`src/design/mtp_pkg.sv`:
```
// Shared types, phase codes and constants for the MIDI track event parser.
package mtp_pkg;

   // parser phases
   localparam logic [3:0] PH_HEADER   = 4'd0;
   localparam logic [3:0] PH_CSKIP    = 4'd1;
   localparam logic [3:0] PH_DELTA    = 4'd2;
   localparam logic [3:0] PH_STATUS   = 4'd3;
   localparam logic [3:0] PH_METATYPE = 4'd4;
   localparam logic [3:0] PH_LEN      = 4'd5;
   localparam logic [3:0] PH_TSKIP    = 4'd6;
   localparam logic [3:0] PH_DATA     = 4'd7;
   localparam logic [3:0] PH_SWALLOW  = 4'd8;

   // event kinds
   localparam logic [2:0] EV_NOTE_OFF  = 3'd0;
   localparam logic [2:0] EV_NOTE_ON   = 3'd1;
   localparam logic [2:0] EV_OTHER     = 3'd2;
   localparam logic [2:0] EV_END_TRACK = 3'd3;
   localparam logic [2:0] EV_TRUNCATED = 3'd4;
   localparam logic [2:0] EV_OVERRUN   = 3'd5;

   localparam logic [7:0] META_STATUS   = 8'hFF;
   localparam logic [7:0] META_END      = 8'h2F;
   localparam logic [3:0] STATUS_NOTEOFF = 4'h8;
   localparam logic [3:0] STATUS_NOTEON  = 4'h9;
   localparam logic [3:0] STATUS_SYSTEM  = 4'hF;
   localparam logic [2:0] STATUS_ONEDATA = 3'b110;   // C0..DF carry one data byte

   typedef struct packed {
      logic        valid;
      logic [2:0]  event_kind;
      logic [3:0]  channel;
      logic [27:0] delta_ticks;
      logic [7:0]  status_byte;
      logic [7:0]  first_data;
      logic [7:0]  second_data;
   } result_type;

   // "MTrk" chunk tag
   function automatic logic [7:0] track_tag(input logic [1:0] idx);
      logic [7:0] t;
      case (idx)
         2'd0:    t = 8'h4D;
         2'd1:    t = 8'h54;
         2'd2:    t = 8'h72;
         default: t = 8'h6B;
      endcase
      return t;
   endfunction

endpackage

```
`src/design/mtp_parser.sv`:
```
// Parser state registers and the per-word next-state and result logic.
module mtp_parser #(
   parameter int VARLEN_MAX_BYTES = 4
) (
   input  logic                  clock,
   input  logic                  reset,
   input  logic                  step,
   input  logic [7:0]            stream_byte,
   input  logic                  last_byte,
   output mtp_pkg::result_type   res
);

   logic [3:0]  phase_ff, phase_in;
   logic [2:0]  hidx_ff, hidx_in;
   logic        is_track_ff, is_track_in;
   logic [31:0] chunk_len_ff, chunk_len_in;
   logic [27:0] delta_ff, delta_in;
   logic [2:0]  vcnt_ff, vcnt_in;
   logic [31:0] skip_ff, skip_in;
   logic [7:0]  held_status_ff, held_status_in;
   logic [7:0]  held_data_ff, held_data_in;
   logic [1:0]  data_rem_ff, data_rem_in;
   logic        stopped_ff, stopped_in;

   logic        is_track_base;
   logic [31:0] chunk_len_base;
   logic [2:0]  vcnt_inc;
   logic        overrun;
   logic [31:0] skip_dec;
   logic [27:0] skip_shift;
   logic        two_data;
   logic [3:0]  status_hi;

   always_comb begin
      phase_in       = phase_ff;
      hidx_in        = hidx_ff;
      is_track_in    = is_track_ff;
      chunk_len_in   = chunk_len_ff;
      delta_in       = delta_ff;
      vcnt_in        = vcnt_ff;
      skip_in        = skip_ff;
      held_status_in = held_status_ff;
      held_data_in   = held_data_ff;
      data_rem_in    = data_rem_ff;
      stopped_in     = stopped_ff;
      res            = '0;

      is_track_base  = (hidx_ff == 3'd0) ? 1'b1 : is_track_ff;
      chunk_len_base = (hidx_ff == 3'd0) ? 32'd0 : chunk_len_ff;
      vcnt_inc       = vcnt_ff + 3'd1;
      overrun        = stream_byte[7] && (32'(vcnt_inc) >= 32'(VARLEN_MAX_BYTES));
      skip_dec       = skip_ff - 32'd1;
      skip_shift     = {skip_ff[20:0], stream_byte[6:0]};
      two_data       = held_status_ff[7:5] != mtp_pkg::STATUS_ONEDATA;
      status_hi      = held_status_ff[7:4];

      if (!stopped_ff) begin
         unique case (phase_ff)
            mtp_pkg::PH_HEADER: begin
               is_track_in  = is_track_base;
               chunk_len_in = chunk_len_base;
               if (!hidx_ff[2]) begin
                  if (stream_byte != mtp_pkg::track_tag(hidx_ff[1:0]))
                     is_track_in = 1'b0;
               end else begin
                  chunk_len_in = {chunk_len_base[23:0], stream_byte};
               end
               hidx_in = hidx_ff + 3'd1;   // wraps to zero after the eighth byte
               if (hidx_ff == 3'd7) begin
                  if (is_track_in) begin
                     phase_in = mtp_pkg::PH_DELTA;
                     delta_in = '0;
                     vcnt_in  = '0;
                  end else if (chunk_len_in != 32'd0) begin
                     skip_in  = chunk_len_in;
                     phase_in = mtp_pkg::PH_CSKIP;
                  end
               end
            end
            mtp_pkg::PH_CSKIP: begin
               skip_in = skip_dec;
               if (skip_dec == 32'd0) phase_in = mtp_pkg::PH_HEADER;
            end
            mtp_pkg::PH_DELTA: begin
               delta_in = {delta_ff[20:0], stream_byte[6:0]};
               vcnt_in  = vcnt_inc;
               if (overrun) begin
                  res.valid      = 1'b1;
                  res.event_kind = mtp_pkg::EV_OVERRUN;
                  stopped_in     = 1'b1;
               end else if (!stream_byte[7]) begin
                  vcnt_in  = '0;
                  phase_in = mtp_pkg::PH_STATUS;
               end
            end
            mtp_pkg::PH_STATUS: begin
               if (!stream_byte[7]) begin
                  // stray data byte: drop it and read a new delta time
                  phase_in = mtp_pkg::PH_DELTA;
                  delta_in = '0;
                  vcnt_in  = '0;
               end else if (stream_byte == mtp_pkg::META_STATUS) begin
                  phase_in = mtp_pkg::PH_METATYPE;
               end else if (stream_byte[7:4] == mtp_pkg::STATUS_SYSTEM) begin
                  skip_in  = '0;
                  vcnt_in  = '0;
                  phase_in = mtp_pkg::PH_LEN;
               end else begin
                  held_status_in = stream_byte;
                  held_data_in   = '0;
                  data_rem_in    = (stream_byte[7:5] == mtp_pkg::STATUS_ONEDATA) ?
                                   2'd1 : 2'd2;
                  phase_in       = mtp_pkg::PH_DATA;
               end
            end
            mtp_pkg::PH_METATYPE: begin
               if (stream_byte == mtp_pkg::META_END) begin
                  res.valid       = 1'b1;
                  res.event_kind  = mtp_pkg::EV_END_TRACK;
                  res.delta_ticks = delta_ff;
                  phase_in        = mtp_pkg::PH_SWALLOW;
               end else begin
                  skip_in  = '0;
                  vcnt_in  = '0;
                  phase_in = mtp_pkg::PH_LEN;
               end
            end
            mtp_pkg::PH_LEN: begin
               skip_in = 32'(skip_shift);
               vcnt_in = vcnt_inc;
               if (overrun) begin
                  res.valid      = 1'b1;
                  res.event_kind = mtp_pkg::EV_OVERRUN;
                  stopped_in     = 1'b1;
               end else if (!stream_byte[7]) begin
                  vcnt_in = '0;
                  if (skip_shift == 28'd0) begin
                     phase_in = mtp_pkg::PH_DELTA;
                     delta_in = '0;
                  end else begin
                     phase_in = mtp_pkg::PH_TSKIP;
                  end
               end
            end
            mtp_pkg::PH_TSKIP: begin
               skip_in = skip_dec;
               if (skip_dec == 32'd0) begin
                  phase_in = mtp_pkg::PH_DELTA;
                  delta_in = '0;
                  vcnt_in  = '0;
               end
            end
            mtp_pkg::PH_DATA: begin
               if (data_rem_ff == 2'd2) begin
                  held_data_in = stream_byte;
                  data_rem_in  = 2'd1;
               end else begin
                  res.valid       = 1'b1;
                  res.event_kind  = (status_hi == mtp_pkg::STATUS_NOTEOFF) ?
                                    mtp_pkg::EV_NOTE_OFF :
                                    (status_hi == mtp_pkg::STATUS_NOTEON) ?
                                    mtp_pkg::EV_NOTE_ON : mtp_pkg::EV_OTHER;
                  res.channel     = held_status_ff[3:0];
                  res.delta_ticks = delta_ff;
                  res.status_byte = held_status_ff;
                  res.first_data  = two_data ? held_data_ff : stream_byte;
                  res.second_data = two_data ? stream_byte : 8'd0;
                  data_rem_in     = '0;
                  phase_in        = mtp_pkg::PH_DELTA;
                  delta_in        = '0;
                  vcnt_in         = '0;
               end
            end
            default: begin
               // end-of-track swallow byte and unused codes
               phase_in = mtp_pkg::PH_HEADER;
               hidx_in  = '0;
            end
         endcase
      end

      if (last_byte) begin
         if (!res.valid && !stopped_in &&
             !(phase_in == mtp_pkg::PH_HEADER && hidx_in == 3'd0)) begin
            res            = '0;
            res.valid      = 1'b1;
            res.event_kind = mtp_pkg::EV_TRUNCATED;
         end
         phase_in       = mtp_pkg::PH_HEADER;
         hidx_in        = '0;
         is_track_in    = 1'b1;
         chunk_len_in   = '0;
         delta_in       = '0;
         vcnt_in        = '0;
         skip_in        = '0;
         held_status_in = '0;
         held_data_in   = '0;
         data_rem_in    = '0;
         stopped_in     = 1'b0;
      end
   end

   always_ff @(posedge clock) begin
      if (reset) begin
         phase_ff       <= mtp_pkg::PH_HEADER;
         hidx_ff        <= '0;
         is_track_ff    <= 1'b1;
         chunk_len_ff   <= '0;
         delta_ff       <= '0;
         vcnt_ff        <= '0;
         skip_ff        <= '0;
         held_status_ff <= '0;
         held_data_ff   <= '0;
         data_rem_ff    <= '0;
         stopped_ff     <= 1'b0;
      end else if (step) begin
         phase_ff       <= phase_in;
         hidx_ff        <= hidx_in;
         is_track_ff    <= is_track_in;
         chunk_len_ff   <= chunk_len_in;
         delta_ff       <= delta_in;
         vcnt_ff        <= vcnt_in;
         skip_ff        <= skip_in;
         held_status_ff <= held_status_in;
         held_data_ff   <= held_data_in;
         data_rem_ff    <= data_rem_in;
         stopped_ff     <= stopped_in;
      end
   end

endmodule

```
`src/design/midi_track_event_parser_core.sv`:
```
// Top level: input word register, track parser and result register.
// Parses Standard MIDI File chunk bytes, one byte per req word, and returns channel
// messages, end-of-track, truncation and varlen-overrun events as rsp words. The block
// sustains one byte per cycle while rsp_ready keeps the result register draining; a byte's
// event waits in the input register and passes through the parser into the result register.
// While a result waits on rsp_ready, one more byte is taken into the input register;
// after that req_ready drops until the result is taken. A byte with req_last_byte set
// ends the buffer: a partial chunk or event reports truncation and the parser restarts.
module midi_track_event_parser_core #(
   parameter int VARLEN_MAX_BYTES = 4
) (
   input  logic        clock,
   input  logic        reset,
   input  logic        req_valid,
   output logic        req_ready,
   input  logic [7:0]  req_stream_byte,
   input  logic        req_last_byte,
   output logic        rsp_valid,
   input  logic        rsp_ready,
   output logic [2:0]  rsp_event_kind,
   output logic [3:0]  rsp_channel,
   output logic [27:0] rsp_delta_ticks,
   output logic [7:0]  rsp_status_byte,
   output logic [7:0]  rsp_first_data,
   output logic [7:0]  rsp_second_data
);

   logic                 in_v_ff, in_v_in;
   logic [7:0]           in_byte_ff;
   logic                 in_last_ff;
   logic                 out_v_ff, out_v_in;
   mtp_pkg::result_type  out_ff;
   mtp_pkg::result_type  res;
   logic                 fire;

   assign fire      = in_v_ff && (!out_v_ff || rsp_ready);
   assign req_ready = !in_v_ff || fire;

   mtp_parser #(
      .VARLEN_MAX_BYTES(VARLEN_MAX_BYTES)
   ) u_parser (
      .clock       (clock),
      .reset       (reset),
      .step        (fire),
      .stream_byte (in_byte_ff),
      .last_byte   (in_last_ff),
      .res         (res)
   );

   always_comb begin
      in_v_in = in_v_ff;
      if (req_valid && req_ready) in_v_in = 1'b1;
      else if (fire)              in_v_in = 1'b0;

      out_v_in = out_v_ff;
      if (fire)           out_v_in = res.valid;
      else if (rsp_ready) out_v_in = 1'b0;
   end

   always_ff @(posedge clock) begin
      if (reset) begin
         in_v_ff  <= 1'b0;
         out_v_ff <= 1'b0;
      end else begin
         in_v_ff  <= in_v_in;
         out_v_ff <= out_v_in;
      end
   end

   always_ff @(posedge clock) begin
      if (req_valid && req_ready) begin
         in_byte_ff <= req_stream_byte;
         in_last_ff <= req_last_byte;
      end
      if (fire) out_ff <= res;
   end

   assign rsp_valid       = out_v_ff;
   assign rsp_event_kind  = out_ff.event_kind;
   assign rsp_channel     = out_ff.channel;
   assign rsp_delta_ticks = out_ff.delta_ticks;
   assign rsp_status_byte = out_ff.status_byte;
   assign rsp_first_data  = out_ff.first_data;
   assign rsp_second_data = out_ff.second_data;

endmodule

```
`config.mk`:
```
export PLATFORM = sky130hd
export DESIGN_NAME = midi_track_event_parser_core
export DESIGN_NICKNAME = d
export VERILOG_FILES = /design/src/design/mtp_pkg.sv /design/src/design/mtp_parser.sv /design/src/design/midi_track_event_parser_core.sv
export SDC_FILE = /design/constraint.sdc
export NUM_CORES = 1
export LEC_CHECK = 0
export BUFFER_PORTS_ARGS = -buffer_cell sky130_fd_sc_hd__buf_2
export CAP_MARGIN = 10
export CELL_PAD_IN_SITES_DETAIL_PLACEMENT = 2
export CELL_PAD_IN_SITES_GLOBAL_PLACEMENT = 2
export CORE_ASPECT_RATIO = 0.9
export CORE_MARGIN = 2
export CORE_UTILIZATION = 40
export DETAILED_ROUTE_END_ITERATION = 12
export PLACE_DENSITY = 0.85
export SLEW_MARGIN = 20
export SYNTH_ARGS = -nofsm -noshare
export SYNTH_HDL_FRONTEND = slang
export SYNTH_SLANG_ARGS = --single-unit
export TNS_END_PERCENT = 30
```
`constraint.sdc`:
```
create_clock -name clock -period 7.78 [get_ports clock]
set_input_delay 0.389 -clock clock [delete_from_list [all_inputs] [get_ports clock]]
set_output_delay 0.389 -clock clock [all_outputs]
set_load 0.02 [all_outputs]
```
**Word level (Yosys, flattened, before mapping)**

Cells that the tools add are included.
Widths: inputs -> output; s select.

- Add/sub/neg operators: 3
- Multiply operators: 0
- Div/mod/pow operators: 0
- Magnitude comparators: 1
- Eq/ne operators: 40
- Shift-type cells: 0
- Muxes and demuxes: 118
- Bitwise gates (word level): 0
- Reductions and logical operators: 40

Operator list:

| operator | count |
|---|---|
| $mux 32 | 16 |
| $mux 28 | 11 |
| $mux 60 | 4 |
| $pmux 28 s6 | 1 |
| $pmux 32 s5 | 1 |
| $mux 8 | 17 |
| $mux 4 | 18 |
| $pmux 28 s2 | 1 |
| $mux 3 | 16 |
| $logic_not 32->1 | 1 |
| $pmux 4 s8 | 1 |
| $reduce_bool 32->1 | 1 |
| $sub 32x1->32 const B | 1 |
| $ne 3x3->1 const B | 10 |
| $logic_not 28->1 | 1 |
| $mux 24 | 1 |
| $ne 3x2->1 const B | 7 |
| $reduce_and 10->1 | 2 |
| $pmux 3 s6 | 1 |
| $pmux 6 s3 | 1 |
| $mux 1 | 17 |
| $eq 4x3->1 const B | 4 |
| $mux 2 | 8 |
| $pmux 8 s2 | 1 |
| 33 further kinds | 60 |

- Register bits: 192
- Bits in latches: 0
- Memory bits (writable): 0
- Bits in read-only memories: 0
- Output and inout bits: 61
- Logic and storage cells: 223
- Memories kept: 0

**Longest topological paths before layout**

Gate-level depths: netlist of the first run.

- Depth in word-level cells: 21
- Depth in mapped cells: 14
- Depth with buffers taken out: 11

**Cells and area by module**

A second synthesis of the first run with hierarchy kept.

- Cells, all modules: 1,089
- Area total of the unflattened synthesis: 9,854.5 sq um

By module, submodules not included:

| module | instances | cells an instance | area each (sq um) |
|---|---|---|---|
| mtp_parser | 1 | 1,011 | 7,708.6 |
| midi_track_event_parser_core | 1 | 78 | 2,145.8 |

**Worst setup path before layout of the first run**

Ideal clock, no wire load.

- Path type: register to register
- Start point: reg out_v_ff (netlist: rsp_valid)
- End point: reg u_parser.delta_ff[10]
- Library setup time: 59 ps
- Arrival time: 4,374 ps
- Required time: 7,721 ps
- Setup slack: 3,347 ps
- Cell stages (with the launch flop): 9
- Path buffers: 2
- Clock period less this slack: 4,433 ps
- Path through: dfxtp_1 nor2b_1 nor2b_1 clkbuf_1 o21ai_1 a21o_1 nor4_1 buf_2 a22o_1

- Word-level cells in the longest chain between the ends: 4

RTL lines:

| element | RTL line | RTL |
|---|---|---|
| from (decl) | midi_track_event_parser_core.sv:31 | `logic out_v_ff, out_v_in;` |
| from (signal assigned) | midi_track_event_parser_core.sv:66 | `out_v_ff <= out_v_in;` |
| $logic_not 1->1 | midi_track_event_parser_core.sv:36 | `assign fire = in_v_ff && (!out_v_ff \|\| rsp_ready);` |
| $logic_or 1x1->1 | midi_track_event_parser_core.sv:36 |  |
| $logic_and 1x1->1 | midi_track_event_parser_core.sv:36 |  |
| named net fire | midi_track_event_parser_core.sv:34 | `logic fire;` |
| $reduce_and 11->1 (no line) | - |  |
| to (signal assigned) | mtp_parser.sv:221 | `delta_ff <= delta_in;` |
| to (decl) | mtp_parser.sv:17 | `logic [27:0] delta_ff, delta_in;` |

The timed path passes the listed nets, and every way through them passes these cells.
A chain may end at the register's enable or synchronous reset.

**Worst setup path in the final report of the first run**

- Start point: reg u_parser.hidx_ff[0]
- End point: reg u_parser.skip_ff[9]

- Word-level cells in the longest chain between the ends: 12
- Elaborated cells between the ends (all ways): 30
- Those cells by class: eq/ne: 7; mux: 19; reduce/logical: 4

RTL lines:

| element | RTL line | RTL |
|---|---|---|
| from (decl) | mtp_parser.sv:14 | `logic [2:0] hidx_ff, hidx_in;` |
| from (signal assigned) | mtp_parser.sv:218 | `hidx_ff <= hidx_in;` |
| $eq 2x2->1, or another cell as far along | mtp_pkg.sv:43 | `case (idx)` |
| $pmux 6 s3 | mtp_pkg.sv:43 |  |
| $mux 8 | mtp_parser.sv:62 | `if (!hidx_ff[2]) begin` |
| $mux 8 | mtp_parser.sv:58 | `unique case (phase_ff)` |
| $mux 8 | mtp_parser.sv:57 | `if (!stopped_ff) begin` |
| $ne 8x8->1 | mtp_parser.sv:63 | `if (stream_byte != mtp_pkg::track_tag(hidx_ff[1:0]))` |
| $mux 1 | mtp_parser.sv:63 |  |
| $mux 1 | mtp_parser.sv:62 |  |
| $mux 1 | mtp_parser.sv:58 |  |
| $mux 1 | mtp_parser.sv:57 |  |
| $ne 3x3->1 (no line) | - |  |
| $reduce_and 10->1 (no line) | - |  |
| to (signal assigned) | mtp_parser.sv:223 | `skip_ff <= skip_in;` |
| to (decl) | mtp_parser.sv:19 | `logic [31:0] skip_ff, skip_in;` |

Several ways; a longest one is shown, not always the timed one. The select of a mux whose other input is x is not followed.

==> metrics.md, run 1 <==
| Metric | Value |
|---|---|
| Placed wire-length estimate | `23000 um` |
| Final setup violation count | `0` |
| Top FF cell, synth | `dfxtp_1` |
| Largest net degree at the start of global routing | `63` |
| Util after Layout | `45.4%` |
| Synthesized cell area | `0.00935 mm^2` |
| Worst Setup Slack, final | `4.02 ns` |
| Commonest cells after routing, fill and taps aside | `nor2_1 (145), dfxtp_1 (124), nand2_1 (89), buf_2 (72), edfxtp_1 (64)` |
| Setup Fix Bufs, Post-CTS | `0` |
| Mapped Cells | `1046` |
| Fmax | `266 MHz` |
| Worst Path Required | `8.17 ns` |
| Mux cell area share after synthesis | `1.18%` |
| # IOs | `74` |
| Slew at the pin with the worst max-slew slack | `1.01 ns` |
| Area growth syn-to-layout | `12.4%` |
| Simple-gate share of the synthesized area | `23.3%` |
| Yosys warns | `0` |
| N_diodes | `0` |
| Worst path cell trace | `inv_1 > ha_1 > nor2b_1 > nor2_1 > o41ai_1 > nor2_1 > a31oi_1 > o21bai_1 > and2_1 > nor3b_1 > a31o_2` |
| Slowest cell on crit path | `o41ai_1` |
| VDD IR max | `0.121 mV` |
| Async SR Flop Fraction | `0%` |
| Number of synthesized register bits | `188` |
| Syn nets | `1067` |
| Worst relative slew slack | `32.5%` |
| Synth unique cells | `73` |
| Total global routing track utilization | `30.0%` |
| RSZ-0062 raised after global routing | `false` |
| Die area | `0.0246 mm^2` |
| Largest family of logic cells by synthesized area | `simple AND/OR/NAND/NOR gates` |
| Final nets | `1088` |
| Post-synthesis compound-gate area fraction | `21.5%` |
| WL/cell | `26.1 um` |
| Skew-Pair Late Insertion Delay | `0.46 ns` |
| Sequential cell area fraction in the yosys report | `47.1%` |
| CP Buf/Inv Count | `1` |
| Antenna Violating Nets Remaining | `0` |
| DRC | `0` |
| Max cap viols | `0` |
| Site Rows | `53` |
| 1st-iter DRT viols | `838` |
| Crit share post-route | `48.3%` |
| Post-CTS resize count | `0` |
| Post-Synth XOR/XNOR Area | `1.12%` |
| Root buf cell | `clkbuf_16` |
| Most common cell after layout, fill and taps aside | `nor2_1` |
| First-pass GRT wire length | `56000 um` |
| Overall die width | `165 um` |
| Synth Area in Adders | `1.07%` |
| Initial antenna violation count | `0` |
| Drt total wl | `36100 um` |
| Leak Pwr | `3.89 nW` |
| Pwr Density | `199 mW/mm^2` |
| HP Class | `input pin to register` |
| Core ar. | `0.0231 mm^2` |
| Max-slew violations | `0` |
| Dpl ws | `3.97 ns` |
| # hold bufs at CTS | `0` |
| Setup Total Neg Slack | `0 ns` |
| CTS buffer count | `17` |
| Initial Util | `40.4%` |
| Final min period | `3.76 ns` |
| CP Max Fanout | `18` |
| CP most frequent cell | `nor2_1` |
| Chip Height | `149 um` |
| Gr ovfl total | `0` |
| CTS tree | `built` |
| Final hold slack | `0.103 ns` |
| Critical path's top delay family | `simple AND/OR/NAND/NOR gates` |
| Outcome | `finished clean` |
| Final Skew | `0.0159 ns` |
| CP Capture Type | `register` |
| Crit path largest cell delay | `0.74 ns` |
| Clock buffer depth | `2` |
| Clock Pin Slew Worst Setup and Hold Paths | `0.08 ns` |
| Vias in the first global route | `9087` |
| Hold Vio Cnt, Final | `0` |
| Worst Path Arrival | `4.15 ns` |
| Layout cell share with drive strength beyond 1 | `12.8%` |
| # H-tree levels | `4` |
| PortBufs | `73` |
| Routability cong. | `0.886` |
| Avg Cell Area, Syn | `8.94 um^2` |
| First-pass iteration count of the detailed router | `5` |
| Post-synth EDFFs | `64` |
| Vias per cell | `6.35` |
| Via Count | `8779` |
| CP Launch Type | `register` |
| Setup CP Type | `register to register` |
| CTS sink count | `188` |
-- through the flow --
| stage | cells | area (um^2) | power, mW |
|---|---|---|---|
| floorplan | 1046 | 9350 | 1.12 |
| global placement | 1349 | 9840 | 1.15 |
| detailed placement | 1349 | 9840 | 1.16 |
| CTS | 1381 | 10500 | 2.10 |
| global route | 1382 | 10500 | 2.15 |
| finish | 1382 | 10500 | 2.09 |
-- cell usage after synthesis (18+ instances only) --
cell type	n	share of area, %
nor2_1	146	5.9
dfxtp_1	124	27
nand2_1	89	3.6
clkbuf_1	68	2.7
edfxtp_1	64	21
o21ai_0	63	3.4
a22oi_1	59	4.7
a21oi_1	56	3.0
a22o_1	43	4.0
and2_1	37	2.5
nor3_1	28	1.5
and3_1	22	1.5
inv_1	18	0.72
-- path summary, 6_finish.rpt --
check,startpoint,to,slack [ns],cells past startpoint
min,req_stream_byte[7],in_byte_ff[7],0.10,1
min reg2reg,u_parser.delta_ff[25],u_parser.delta_ff[25],0.47,1
max reg2reg,u_parser.hidx_ff[0],u_parser.skip_ff[9],4.02,11
max,u_parser.hidx_ff[0],u_parser.skip_ff[9],4.02,11
-- registers in the layout, indices dropped and copies added, names as in the netlist, 3 cells and up --
register                 flops
in_byte_ff                   8
rsp_channel                  3
rsp_delta_ticks             28
rsp_event_kind               3
rsp_first_data               8
rsp_second_data              8
rsp_status_byte              5
u_parser.chunk_len_ff       32
u_parser.delta_ff           28
u_parser.held_data_ff        8
u_parser.held_status_ff      8
u_parser.hidx_ff             3
u_parser.phase_ff            4
u_parser.skip_ff            32
u_parser.vcnt_ff             3
-- where the power goes --
part           internal, mW  total (mW)  switching [mW]
clock network         0.462       0.946           0.485
logic                0.0228      0.0998          0.0770
registers              1.03        1.04          0.0165
-- metal layers --
metal	share of wire (%)	vias up	wire [um]	global-route usage (%)
li1	-	3880	-	-
met3	6.0	54	2160	5.00
met2	48	352	17300	47.4
met4	2.1	0	775	9.04
met1	44	4493	15900	42.1
met5	0	-	0	0
-- worst register-to-register path, delay by kind of cell (launching register included) --
family	cells	cell delay (ns)
AO/OA/AOI/OAI	4	1.24
adder cells (fa/ha/maj)	1	0.62
buffers and inverters	1	0.16
flip-flops	1	0.37
AND/OR/NAND/NOR	5	1.29
-- area by class of cell --
type                       instances  area (um^2)
clock inverter                    14          188
clock buffer                      18          450
inverter                          18         67.6
sequential                       188         4400
fill                            2465        12600
timing repair buffer              86          473
multi-input combinational        756         4540
tap                              302          378
-- cells by family after synthesis --
family	Yosys count
xor gates and xnor gates	12
and+or+nand+nor	434
DFF	188
buffers and inverters	102
AOI/OAI and AO/OA	291
adders and majority gates	8
muxes	11
Power figures use the tool's default switching activity.
==> inputs of run 2 (changes only) <==
--- a/config.mk
+++ b/config.mk
@@ -11,9 +11,9 @@
 export CELL_PAD_IN_SITES_GLOBAL_PLACEMENT = 2
 export CORE_ASPECT_RATIO = 0.9
 export CORE_MARGIN = 2
-export CORE_UTILIZATION = 40
+export CORE_UTILIZATION = 34
 export DETAILED_ROUTE_END_ITERATION = 12
-export PLACE_DENSITY = 0.85
+export PLACE_DENSITY = 0.77
 export SLEW_MARGIN = 20
 export SYNTH_ARGS = -nofsm -noshare
 export SYNTH_HDL_FRONTEND = slang
==> constraint.sdc (replaced) <==
create_clock -name clock -period 3.05 [get_ports clock]
set_input_delay 0.1525 -clock clock [delete_from_list [all_inputs] [get_ports clock]]
set_output_delay 0.1525 -clock clock [all_outputs]
set_load 0.02 [all_outputs]
==> metrics.md, run 2 (same netlist as run 1, synthesis figures left out) <==
| Metric | Value |
|---|---|
| Outcome | `finished, violations left (was finished clean)` |
| Violated checks | `negative setup slack` |
| Vias in the first global route | `9812 (was 9087)` |
| Max-slew violations | `0 (unchanged)` |
| Comb pwr share | `6.3% (was 4.8%)` |
| Gr ovfl total | `0 (unchanged)` |
| Final min period | `3.36 ns (was 3.76 ns)` |
| WL/cell | `26.3 um (was 26.1 um)` |
| Placed wire-length estimate | `25800 um (was 23000 um)` |
| Overall die width | `179 um (was 165 um)` |
| Crit share post-route | `110% (was 48.3%)` |
| Leak Pwr | `4.65 nW (was 3.89 nW)` |
| Dpl ws | `-0.518 ns (was 3.97 ns)` |
| FF-to-FF Start | `u_parser.skip_ff[19] (was u_parser.hidx_ff[0])` |
| Worst reg-to-reg setup slack | `-0.31 ns (was 4.02 ns)` |
| Drt total wl | `41100 um (was 36100 um)` |
| P_sw | `1.51 mW (was 0.578 mW)` |
| Root buf cell | `clkbuf_16 (unchanged)` |
| Via Count | `9365 (was 8779)` |
| Worst relative slew slack | `30.1% (was 32.5%)` |
| Routability cong. | `0.901 (was 0.886)` |
| Most common cell after layout, fill and taps aside | `nor2_1 (unchanged)` |
| Initial antenna violation count | `0 (unchanged)` |
| Layout cell share with drive strength beyond 1 | `24.2% (was 12.8%)` |
| Fmax | `297 MHz (was 266 MHz)` |
| Hold depth | `2 (was 1)` |
| VDD IR max | `0.345 mV (was 0.121 mV)` |
| Part of the power in the clock network | `44.4% (was 45.3%)` |
| Pint | `3.84 mW (was 1.51 mW)` |
| Top flop regs | `u_parser.chunk_len_ff (32), u_parser.skip_ff (32) (unchanged)` |
| Worst Setup Slack, final | `-0.313 ns (was 4.02 ns)` |
| Area growth syn-to-layout | `27.0% (was 12.4%)` |
| Worst R2R End | `u_parser.delta_ff[23] (was u_parser.skip_ff[9])` |
| Final nets | `1215 (was 1088)` |
| Core ar. | `0.0270 mm^2 (was 0.0231 mm^2)` |
| First-pass GRT wire length | `61100 um (was 56000 um)` |
| CP Max Fanout | `7 (was 18)` |
| Worst Path Arrival | `3.70 ns (was 4.15 ns)` |
| Switching Share | `28.2% (was 27.7%)` |
| Worst setup startpoint | `u_parser.skip_ff[19] (was u_parser.hidx_ff[0])` |
| Util after Layout | `43.9% (was 45.4%)` |
| Worst path cell trace | `nor3_1 > nand3_1 > buf_4 > or2_2 > o31ai_1 > a21oi_1 > o21ai_0 > nor4b_4 > buf_4 > o31ai_4 > buf_12 > a22o_1 (was inv_1 > ha_1 > nor2b_1 > nor2_1 > o41ai_1 > nor2_1 > a31oi_1 > o21bai_1 > and2_1 > nor3b_1 > a31o_2)` |
| Die area | `0.0288 mm^2 (was 0.0246 mm^2)` |
| Total chip power | `5.36 mW (was 2.09 mW)` |
| Max cap viols | `0 (unchanged)` |
| Hold path start | `reset (was req_stream_byte[7])` |
| Placed Cells | `1505 (was 1349)` |
| Reg power frac | `49.4% (was 49.9%)` |
| CP Launch Type | `register (unchanged)` |
| Final Skew | `0.0139 ns (was 0.0159 ns)` |
| Largest net degree at the start of global routing | `82 (was 63)` |
| Vias per cell | `6.00 (was 6.35)` |
| Commonest cells after routing, fill and taps aside | `nor2_1 (144), dfxtp_1 (119), buf_4 (118), nand2_1 (88), buf_2 (72) (was nor2_1 (145), dfxtp_1 (124), nand2_1 (89), buf_2 (72), edfxtp_1 (64))` |
| Post-Layout Cell Count | `1561 (was 1382)` |
| Pwr Density | `451 mW/mm^2 (was 199 mW/mm^2)` |
| 1st-iter DRT viols | `898 (was 838)` |
| CTS sink count | `188 (unchanged)` |
| CTS buffer count | `17 (unchanged)` |
| Worst Hold End | `u_parser.skip_ff[18] (was in_byte_ff[7])` |
| Clock Pin Slew Worst Setup and Hold Paths | `0.08 ns (about the same)` |
| HP Class | `input pin to register (unchanged)` |
| DRC | `0 (unchanged)` |
| Crit path largest cell delay | `0.40 ns (was 0.74 ns)` |
| # H-tree levels | `4 (unchanged)` |
| Initial Util | `34.6% (was 40.4%)` |
| Slowest cell on crit path | `nor3_1 (was o41ai_1)` |
| Total global routing track utilization | `27.8% (was 30.0%)` |
| Clock buffer depth | `2 (unchanged)` |
| Hold Vio Cnt, Final | `0 (unchanged)` |
| PortBufs | `73 (unchanged)` |
| N_diodes | `0 (unchanged)` |
| CTS tree | `built (unchanged)` |
| FF-to-FF path depth | `12 (was 11)` |
| Final setup violation count | `35 (was 0)` |
| Antenna Violating Nets Remaining | `0 (unchanged)` |
| Skew-Pair Late Insertion Delay | `0.45 ns (was 0.46 ns)` |
| Setup CP Type | `register to register (unchanged)` |
| Final hold slack | `0.133 ns (was 0.103 ns)` |
| RSZ-0062 raised after global routing | `true (was false)` |
| First-pass iteration count of the detailed router | `7 (was 5)` |
| Chip Height | `161 um (was 149 um)` |
| CP Capture Type | `register (unchanged)` |
| Site Rows | `57 (was 53)` |
| Worst Path Required | `3.39 ns (was 8.17 ns)` |
| CP most frequent cell | `buf_4 (was nor2_1)` |
| Fillers | `2890 (was 2465)` |
| # IOs | `74 (unchanged)` |
| Slew at the pin with the worst max-slew slack | `1.04 ns (was 1.01 ns)` |
## run 2: changes by cell type in the layout (fill, tap and decap cells not counted), moves of 3 or more
| cell | before | now |
|---|---|---|
| buf_12 | 0 | 6 |
| buf_4 | 13 | 118 |
| buf_6 | 0 | 5 |
| clkinv_8 | 6 | 9 |
| dfxtp_1 | 124 | 119 |
| dfxtp_2 | 0 | 3 |
| dlygate4sd3_1 | 0 | 10 |
| nor3_1 | 26 | 22 |
| nor3_2 | 2 | 5 |
| nor4_1 | 15 | 10 |
| nor4_4 | 2 | 5 |
| xnor2_1 | 7 | 4 |
| xnor2_2 | 0 | 3 |
## run 2: worst max path at each step
stage                                  to
global route        u_parser.delta_ff[23]
detailed placement  u_parser.delta_ff[23]
CTS                 u_parser.delta_ff[23]
finish              u_parser.delta_ff[23]
global placement    u_parser.delta_ff[21]
floorplan           u_parser.delta_ff[21]
## run 2: cell type report
| cell class | instances | area, um^2 | area share, % |
|---|---|---|---|
| well taps | 354 | 443 | 3.73 |
| clock buffers | 17 | 425 | 3.58 |
| clock inverters | 15 | 199 | 1.68 |
| repair buffers | 212 | 1550 | 13.0 |
| flip-flops and latches | 188 | 4420 | 37.2 |
| inverters | 18 | 67.6 | 0.569 |
| multi-input cells | 757 | 4770 | 40.2 |
## run 2: metrics by stage
step                      setup TNS [ns]  instance area (um^2)
after CTS                          -3.60                 11800
after global routing              -12.78                 11900
final                              -8.27                 11900
after detailed placement          -13.57                 10800
after global placement             -9.37                 10800
after floorplan                        0                  9360
## run 2: repair_timing
action | in CTS | in global routing
setup buffers | 13 | 0
hold buffers | 10 | 0
setup endpoints to repair | 40 | 56
gates resized for setup | 40 | 15
pin swaps | 18 | 9
hold endpoints to repair | 10 | 0
cloned | 2 | 0
## run 2: metal layers
layer | global-route usage, % | share of wire, %
met5 | 0 | 0
met4 | 7.32 | 2.5
met3 | 4.35 | 5.5
met2 | 46.0 | 49
met1 | 37.8 | 43
## run 2: critical path, delay by kind of cell (launching register included)
kind	cells	cell delay, ns
AO/OA/AOI/OAI	5	0.99
AND/OR/NAND/NOR	4	1.30
flip-flops	1	0.38
buffers and inverters	3	0.57
## run 2: power groups by stage
stage / logic (mW) / registers, mW / clock network (mW)
CTS: 0.332 / 2.64 / 2.41
global route: 0.356 / 2.65 / 2.52
finish: 0.336 / 2.64 / 2.38
floorplan: 0.137 / 2.72 / 0
global placement: 0.285 / 2.70 / 0
detailed placement: 0.294 / 2.70 / 0
